$ cat src/hw/rtl/csb_pkg.sv
// package for the cursor sequence buffer
// holds command codes, cell control types, state encoding and defaults
// no dependencies
`timescale 1ns / 1ps

package csb_pkg;

    localparam int DEPTH_DEF      = 64;
    localparam int VALUE_BITS_DEF = 32;
    localparam int CMD_BITS       = 3;

    typedef enum logic [CMD_BITS-1:0] {
        CMD_START   = 3'd0,
        CMD_ADVANCE = 3'd1,
        CMD_INSERT  = 3'd2,
        CMD_ATTACH  = 3'd3,
        CMD_REMOVE  = 3'd4,
        CMD_QUERY   = 3'd5
    } t_cmd;

    typedef enum logic [1:0] {
        STK_HOLD,
        STK_PUSH,
        STK_POP
    } t_stk_op;

    typedef struct packed {
        t_stk_op l_op;
        t_stk_op r_op;
    } t_cell_ctl;

    typedef enum logic [1:0] {
        ST_IDLE,
        ST_EXEC,
        ST_DONE
    } t_state;

endpackage

$ cat src/hw/rtl/csb_cell.sv
// one cell of the two-stack chain: one slot of the left stack and one of the right
// depends on csb_pkg
`timescale 1ns / 1ps

module csb_cell
    import csb_pkg::*;
#(
    parameter int VALUE_BITS = VALUE_BITS_DEF
) (
    input  logic                  i_clk,
    input  t_cell_ctl             i_ctl,
    input  logic [VALUE_BITS-1:0] i_l_prev,
    input  logic [VALUE_BITS-1:0] i_l_next,
    input  logic [VALUE_BITS-1:0] i_r_prev,
    input  logic [VALUE_BITS-1:0] i_r_next,
    output logic [VALUE_BITS-1:0] o_l,
    output logic [VALUE_BITS-1:0] o_r
);

    logic [VALUE_BITS-1:0] r_l, n_l;
    logic [VALUE_BITS-1:0] r_r, n_r;

    always_comb begin
        case (i_ctl.l_op)
            STK_PUSH: n_l = i_l_prev;
            STK_POP:  n_l = i_l_next;
            default:  n_l = r_l;
        endcase
    end

    always_comb begin
        case (i_ctl.r_op)
            STK_PUSH: n_r = i_r_prev;
            STK_POP:  n_r = i_r_next;
            default:  n_r = r_r;
        endcase
    end

    always_ff @(posedge i_clk) begin
        r_l <= n_l;
        r_r <= n_r;
    end

    assign o_l = r_l;
    assign o_r = r_r;

endmodule

$ cat config.mk
export PLATFORM = sky130hd
export DESIGN_NAME = csb_cell
export DESIGN_NICKNAME = d
export VERILOG_FILES = /design/src/hw/rtl/csb_pkg.sv /design/src/hw/rtl/csb_cell.sv
export SDC_FILE = /design/constraint.sdc
export NUM_CORES = 1
export LEC_CHECK = 0
export BUFFER_PORTS_ARGS = -buffer_cell sky130_fd_sc_hd__buf_2
export CAP_MARGIN = 5
export CORE_MARGIN = 4
export CORE_UTILIZATION = 25
export DETAILED_ROUTE_END_ITERATION = 10
export GPL_TIMING_DRIVEN = 0
export PLACE_DENSITY = 0.63
export SYNTH_ARGS = -nofsm -noshare
export SYNTH_HDL_FRONTEND = slang
export SYNTH_SLANG_ARGS = --single-unit
$ cat constraint.sdc
create_clock -name i_clk -period 3.3 [get_ports i_clk]
set_input_delay 0.495 -clock i_clk [delete_from_list [all_inputs] [get_ports i_clk]]
set_output_delay 0.495 -clock i_clk [all_outputs]
set_load 0.005 [all_outputs]
# Yosys cells after proc, flatten, opt, wreduce, memory -nomap -nowiden
# Cells that the tools add are included.
[totals] register_bits=64 input_bits=133 out_inout_bits=64 elab_cells=10
[classes] n_eq_ne=4 muxes=2 n_reduce_logical=2
[ops] operator="case mux 32 bit (2 select lines)" n=2
[ops] operator="equality test 2 x 1 -> 1 bit (second input constant)" n=2
[ops] operator="equality test 2 bit (second input constant)" n=2
[ops] operator="nonzero test 2 bit" n=2

# Logic depth before layout (Yosys ltp)
# Gate-level depths: netlist (run 1).
[depth] depth_word=2 ltp_mapped=5 mapped_depth_nobuf=3

# Worst setup path before layout (run 1)
# No wires, ideal clock.
[synth_timing] kind="input-to-reg" startpoint="input i_ctl[2] (netlist bit)" endpoint="register r_l[0] (netlist: o_l[0]), enable pin" setup_time_ps=387 t_arrival_ps=1433 slack_ps=1480 cell_stages=3 path_buffers=0 cell_sequence="inv_1 > ha_1 > inv_1"
[synth_via] elab_chain_len=2 elab_cells_between_ends=3
[synth_rtl] item="from (decl)" line_no="csb_cell.sv:11" text="input t_cell_ctl i_ctl,"
[synth_rtl] item="equality test 2 bit or equality test 2 x 1 -> 1 bit (tied branches)" line_no="csb_cell.sv:24" text="case (i_ctl.l_op)"
[synth_rtl] item="nonzero test 2 bit (no source line) (*)"
[synth_rtl] item="to (signal assigned)" line_no="csb_cell.sv:40" text="r_l <= n_l;"
[synth_rtl] item="to (decl)" line_no="csb_cell.sv:20" text="logic [VALUE_BITS-1:0] r_l, n_l;"
# Mark *: on every way between the ends. The rest lies on a longest branch, timed or not.
# A chain may end at the register's enable or synchronous reset.

# Final worst setup path (run 1)
[layout_timing] startpoint="input i_ctl[2] (netlist bit)" endpoint="register r_l[17] (netlist: o_l[17]), enable pin"
# Same word-level chain as after synthesis.

==> impl_metrics.tcl, run 1 <==
set metrics [dict create \
    synth_cell_types 7 \
    io_buffers 196 \
    cts-root-buf "clkbuf_16" \
    antenna_found_initial 0 \
    p_per_area_mw_per_mm2 521 \
    crit_top_cell "inv_1" \
    synth_edf_count 64 \
    ant_nets 0 \
    cts_setup_buffers 0 \
    tns_ns 0 \
    multi_input_area_um2 971 \
    ys_seq_elements 64 \
    ys_seq_area_share_pct 63.0 \
    setup_viol 0 \
    p_leak_nw 2.13 \
    cpPeakStageDelay_ns 0.42 \
    synthTopCellsByCount "64 x edfxtp_1, 60 x mux2_4, 6 x buf_12, 4 x inv_1, 4 x mux2_2" \
    rsz0062_at_grt "false" \
    cts_tree "done" \
    drv_slew 0 \
    clock_sinks 64 \
    critPathBufInv 4 \
    setup_slack_ns 1.79 \
    drive_gt1_share_pct 79.2 \
    gp_congestion 0.723 \
    relSlewSlack_pct 62.4 \
    n_antenna_cell 0 \
    period_share_pct 45.9 \
    grt_max_degree 33 \
    status "complete, no violations" \
    coreArea_mm2 0.0120 \
    start_util_pct 25.5 \
    synth.area.top_cells "edfxtp_1 63%, mux2_4 30%, buf_12 3.9%" \
    detail_route.wl_per_cell_um 15.0 \
    crit_chain "buf_2 -> inv_1 -> ha_1 -> inv_1 -> buf_16" \
    drc 0 \
    cpMaxStageDelayCell "inv_1" \
    h-tree-depth 3 \
    path_max_fanout 21 \
    crit_path_start_kind "input port" \
    cts_resized 0 \
    viasPerCell 4.00 \
    cts_max_path_buffers 2 \
    die_w_um 118 \
    floorplan.io_pins 197 \
    areaGrowthSynthToFinish_pct 49.2 \
    path_clk_slew_ns 0.05 \
    yosysMostFrequentCell "edfxtp_1" \
    ys_async_sr_fraction_pct 0 \
    period_minus_slack_ns 1.51 \
    grt_use_total_pct 10.4 \
    maxCapViolCount 0 \
    dp_slack_ns 1.07 \
    numCtsBuffers 9 \
    max_clock_freq_mhz 660 \
    tightest_slew_ns 0.563 \
    netlist.area_leader.share_pct 63.0 \
    firstDrtPassIters 4 \
    synthesis.area_mm2 0.00305 \
    end_kind "register" \
    synth_cells 142 \
    crit_type "input port to register" \
    synth_top_cell_by_area "edfxtp_1" \
    totalWireLength_um 7560 \
    cp.required_ns 3.33 \
    nFillCells 1137 \
    first_iter_violations 63 \
    crit_family "buffers and inverters" \
    synth_ff_type "edfxtp_1" \
    hp-class "input port to register" \
    worstPathArrival_ns 1.54 \
    final-hold-violation-count 0 \
    cts-hold-fix-buffers 0 \
    grt_pass1_vias 2120 \
    dpl.hpwl_um 6080 \
    grt_pass1_wl_um 11100 \
    chipHeight_um 118 \
    syn_nets 277 \
    grt.overflow.total 0 \
    synth.avg_cell_area_um2 21.5 \
    fin_nets 486 \
    ir_drop_uv 228 \
    ys.warnings.count 0 \
    dr_total_vias 2010 \
    ff_latch_area_mm2 0.00192 \
    dieArea_mm2 0.0140 \
    num_rows 40 \
]
path summary, 6_finish.rpt:
path         start  endpoint  cells after the start
min   i_l_prev[21]   o_l[21]                      2
max       i_ctl[2]   o_l[17]                      5
metal layers:
layer	share of wire [%]	global-route usage, %
met1	35	10.4
met2	54	18.6
met3	7.6	3.59
met4	2.9	6.37
met5	0	0
logic make-up (layout without fill, tap and decap cells):
| kind of cell | count (synthesis) | in the layout | synth area share (%) |
|---|---|---|---|
| muxes | 64 | 64 | 31.0 |
| DFF | 64 | 64 | 63.0 |
| buffers and inverters | 12 | 226 | 5.17 |
| adders and majority gates | 2 | 2 | 0.820 |
report_power, final:
group          total [mW]  internal [mW]  switching (mW)
combinational       0.410          0.245           0.165
sequential           1.06           1.04          0.0268
clock               0.898          0.576           0.322
total                2.37           1.86           0.514
cells in the final DEF (no fill, tap or decap):
| cell | instances |
|---|---|
| buf_2 | 196 |
| buf_6 | 2 |
| buf_16 | 2 |
| clkbuf_1 | 2 |
| mux2_4 | 60 |
| inv_1 | 4 |
| buf_12 | 6 |
| clkbuf_16 | 9 |
| bufinv_16 | 1 |
| ha_1 | 2 |
| clkinv_2 | 2 |
| edfxtp_1 | 64 |
| clkinv_1 | 2 |
| mux2_2 | 4 |
metrics by stage:
| stage | std cells | hold WS (ns) | instance area [µm²] | power, mW | utilization, % |
|---|---|---|---|---|---|
| floorplan | 142 | 0.712 | 3050 | 1.26 | - |
| global placement | 485 | 0.794 | 4220 | 1.47 | 35.2 |
| detailed placement | 485 | 0.798 | 4220 | 1.49 | 35.2 |
| CTS | 501 | 0.444 | 4500 | 2.41 | 37.6 |
| global route | 503 | 0.451 | 4550 | 2.49 | 38.0 |
| finish | 503 | 0.466 | 4550 | 2.37 | 38.0 |
sequential cells by signal, indices dropped and copies added (netlist names):
signal	cells
o_l	32
o_r	32
area by class of cell:
type	instances	area share, %
plain buffers	8	3.13
clock buffers	11	5.11
inverters	4	0.330
multi-input cells	66	21.3
clock inverters	5	1.04
well taps	147	4.04
repair buffers	198	22.8
flip-flops and latches	64	42.2
Note: power is estimated with default switching activity, not from simulation.
==> run 2: changes to the inputs <==
==> constraint.sdc (replaced) <==
create_clock -name i_clk -period 1.4 [get_ports i_clk]
set_input_delay 0.21 -clock i_clk [delete_from_list [all_inputs] [get_ports i_clk]]
set_output_delay 0.21 -clock i_clk [all_outputs]
set_load 0.005 [all_outputs]
==> run 2 against run 1 <==
Total power rose to 2.5 times the previous value. Global-route usage down 0.27 points. Cell count unchanged. Die area unchanged. Design area up 0.50%. Combinational power up 130%. Setup slack worse by 1.5 ns. Via count up 0.45%. First-iteration DRC count down 11%. Largest cell class unchanged. Highest routed layer unchanged.
==> impl_metrics.tcl, run 2 (synthesized netlist as in run 1, its figures left out) <==
set metrics [dict create \
    period_minus_slack_ns 1.13 \
    p_leak_nw 2.12 \
    ir_drop_uv 654 \
    dieArea_mm2 0.0140 \
    io_buffers 196 \
    cts_max_path_buffers 2 \
    path_clk_slew_ns 0.05 \
    rsz0062_at_grt "false" \
    fin_nets 486 \
    floorplan.io_pins 197 \
    cts_tree "done" \
    die_w_um 118 \
    design_area_mm2 0.00457 \
    switchingPower_mw 1.21 \
    grt_use_total_pct 10.2 \
    final-hold-violation-count 0 \
    dpl.hpwl_um 5930 \
    hp-class "input port to register" \
    relSlewSlack_pct 75.0 \
    crit_path_start_kind "input port" \
    grt_pass1_vias 2162 \
    grt_max_degree 33 \
    grt.overflow.total 0 \
    areaGrowthSynthToFinish_pct 49.9 \
    drv_slew 0 \
    num_rows 40 \
    placed_cell_area_mm2 0.00422 \
    cp.required_ns 1.36 \
    clkPwrFrac_pct 41.8 \
    end_kind "register" \
    start_util_pct 25.5 \
    chipHeight_um 118 \
    layout_commonest_cell "buf_2" \
    coreArea_mm2 0.0120 \
    crit_type "input port to register" \
    worstHoldStart "i_l_prev[8]" \
    max_clock_freq_mhz 885 \
    n_antenna_cell 0 \
    grt_pass1_wl_um 10900 \
    status "complete, no violations" \
    final_cell_mix "196 x buf_2, 64 x edfxtp_1, 60 x mux2_4" \
    drive_gt1_share_pct 80.1 \
    clock_sinks 64 \
    ant_nets 0 \
    p_int_mw 4.72 \
    numCtsBuffers 9 \
    gp_congestion 0.765 \
    dr_total_vias 2019 \
    viasPerCell 4.01 \
    worstPathArrival_ns 1.09 \
    finalPower_mw 5.93 \
    firstDrtPassIters 4 \
    drc 0 \
    nFillCells 1142 \
    sw_frac_of_total_pct 20.5 \
    cts-root-buf "clkbuf_16" \
    setup_viol 0 \
    cts-hold-fix-buffers 0 \
    period_share_pct 80.7 \
    maxCapViolCount 0 \
    holdWs_ns 0.187 \
    ff_latch_area_mm2 0.00192 \
    multi_input_area_um2 971 \
    startpoint "i_ctl[0]" \
    tightest_slew_ns 0.374 \
    p_seq_share_pct 42.3 \
    h-tree-depth 3 \
    antenna_found_initial 0 \
    path_max_fanout 16 \
    detail_route.wl_per_cell_um 14.9 \
    first_iter_violations 56 \
    p_per_area_mw_per_mm2 1300 \
    totalWireLength_um 7480 \
    combPwrFrac_pct 15.9 \
]
-- run 2: cell types whose count changed in the layout (fill, tap and decap cells not counted), sizes merged --
cell and delta:
clkbuf -2, buf -2, clkinvlp +4, bufinv +2, inv -2
-- run 2: power groups by stage --
stage               logic, mW  clock network, mW  registers, mW
global route             1.02               2.66           2.54
floorplan               0.379                  0           2.59
global placement        0.941                  0           2.53
detailed placement      0.952                  0           2.55
CTS                     0.955               2.56           2.52
finish                  0.945               2.48           2.51
-- run 2: per-stage QoR --
step           setup WS [ns]  setup TNS (ns)  instances  util [%]
2_1_floorplan         0.0380               0        142         -
3_3_place_gp          -0.263          -16.23        485      35.3
3_5_place_dp          -0.295          -18.36        485      35.3
4_1_cts               0.0465               0        501      38.1
5_1_grt                0.187               0        503      38.2
6_report               0.270               0        503      38.2
-- run 2: critical path: stages --
cell and delay [ns]:
buf_2 0.08, inv_1 0.03, ha_1 0.39, clkinvlp_4 0.37
-- run 2: area by class of cell --
type	instances	area share, %
repair buffers	196	21.5
inverters	4	0.492
clock inverters	7	2.41
flip-flops and latches	64	42.0
repair inverters	2	0.328
plain buffers	8	3.12
clock buffers	9	4.92
multi-input cells	66	21.2
well taps	147	4.02
-- run 2: worst paths after layout --
check	to	slack [ns]	cells past startpoint
worst max-delay path	o_r[7]	0.27	4
worst min-delay path	o_l[8]	0.19	2
-- run 2: metal layers --
| layer | part of all wire, % | global-route usage, % | vias to the layer above |
|---|---|---|---|
| met3 | 11 | 5.02 | 2 |
| met4 | 0.49 | 4.34 | 0 |
| met5 | 0 | 0 | - |
| met1 | 41 | 11.4 | 913 |
| li1 | - | - | 971 |
| met2 | 47 | 16.5 | 133 |
-- run 2: timing repair --
item,CTS,global route
setup buffers,0,0
endpoints found under the setup margin,0,61
gates resized for setup,0,2
==> run 3: changes to the inputs <==
==> constraint.sdc (replaced) <==
create_clock -name i_clk -period 1.1 [get_ports i_clk]
set_input_delay 0.165 -clock i_clk [delete_from_list [all_inputs] [get_ports i_clk]]
set_output_delay 0.165 -clock i_clk [all_outputs]
set_load 0.005 [all_outputs]
==> run 3 against run 2 <==
Global-route usage increased by 0.66 points. Cell count unchanged. Non-clock buffer count unchanged. Routed wire length increased by 2.7%. Clock power increased by 8.5%. Combinational power increased by 31%. Die area unchanged.
==> impl_metrics.tcl, run 3 (synthesized netlist as in run 1, its figures left out) <==
set metrics [dict create \
    status "complete, no violations" \
    p_per_area_mw_per_mm2 1560 \
    chipHeight_um 118 \
    utilization_pct 38.1 \
    worstPathArrival_ns 0.87 \
    rsz0062_at_grt "false" \
    coreArea_mm2 0.0120 \
    critPathBufInv 1 \
    tightest_slew_ns 0.388 \
    setup_viol 0 \
    period_minus_slack_ns 1.03 \
    path_clk_slew_ns 0.05 \
    floorplan.io_pins 197 \
    totalWireLength_um 7680 \
    h-tree-depth 3 \
    design_area_mm2 0.00456 \
    cpMaxStageDelayCell "edfxtp_1" \
    crit_type "register to output pin" \
    layout_commonest_cell "buf_2" \
    drv_slew 0 \
    ir_drop_uv 536 \
    dr_total_vias 2056 \
    placed_cell_area_mm2 0.00426 \
    dp_cells 485 \
    relSlewSlack_pct 74.1 \
    hp-class "input port to register" \
    grt.overflow.total 0 \
    dieArea_mm2 0.0140 \
    finalPower_mw 7.12 \
    end_kind "output pin" \
    holdWs_ns 0.130 \
    drive_gt1_share_pct 80.9 \
    fin_nets 486 \
    dpl.hpwl_um 6000 \
    grt_pass1_vias 2253 \
    cts_max_path_buffers 2 \
    gp_congestion 0.808 \
    maxCapViolCount 0 \
    numCtsBuffers 9 \
    fin_cells 503 \
    viasPerCell 4.09 \
    period_share_pct 93.8 \
    cts-root-buf "clkbuf_16" \
    final_cell_mix "196 x buf_2, 64 x edfxtp_1, 60 x mux2_4" \
    grt_max_degree 17 \
    crit_chain "buf_2" \
    antenna_found_initial 0 \
    n_antenna_cell 0 \
    die_w_um 118 \
    p_leak_nw 2.09 \
    cp.required_ns 0.94 \
    final-hold-violation-count 0 \
    start_util_pct 25.5 \
    cts_tree "done" \
    grt_use_total_pct 10.8 \
    detail_route.wl_per_cell_um 15.3 \
    path_max_fanout 1 \
    crit_family "flip-flops" \
    first_iter_violations 51 \
    firstDrtPassIters 4 \
    cpPeakStageDelay_ns 0.39 \
    io_buffers 196 \
    drc 0 \
    ant_nets 0 \
    grt_pass1_wl_um 11400 \
    crit_path_start_kind "register" \
    num_rows 40 \
    cts_setup_buffers 0 \
    clock_sinks 64 \
    areaGrowthSynthToFinish_pct 49.4 \
    max_clock_freq_mhz 970 \
]
==> run 3: path summary, 6_finish.rpt <==
check / from / to / cells past startpoint
min: i_l_next[16] / o_l[16] / 2
max: o_r[28] / o_r[28] / 1
==> run 3: power breakdown <==
group | internal [mW] | switching (mW) | total [mW]
Clock | 1.73 | 0.961 | 2.69
Sequential | 3.11 | 0.0803 | 3.19
Combinational | 0.719 | 0.520 | 1.24
==> run 3: layout make-up <==
cell class | instances | area, µm²
Tap cell | 147 | 184
Timing Repair Buffer | 196 | 981
Multi-Input combinational cell | 66 | 996
Inverter | 4 | 37.5
Sequential cell | 64 | 1920
Buffer | 8 | 143
Clock buffer | 11 | 233
Timing Repair inverter | 2 | 15.0
Clock inverter | 5 | 47.5
Fill cell | 1153 | 7400
==> run 3: stage by stage <==
step                      setup TNS (ns)  setup slack [ns]
after floorplan                   -10.54            -0.142
after global placement            -46.47            -0.561
after detailed placement          -50.07            -0.608
after CTS                              0            0.0270
after global routing                   0            0.0281
final                                  0            0.0686
==> run 3: metal layers <==
layer	up-vias	global-route usage, %	wire [µm]	part of all wire [%]
met2	141	17.4	3500	46
met1	929	11.4	3020	39
met5	-	0	0	0
met3	13	4.93	950	12
met4	0	7.17	210	2.7
li1	973	-	-	-
==> run 3: repair_timing <==
item	CTS	global route
hold buffers	0	0
gates resized for setup	2	0
endpoints found under the setup margin	64	0
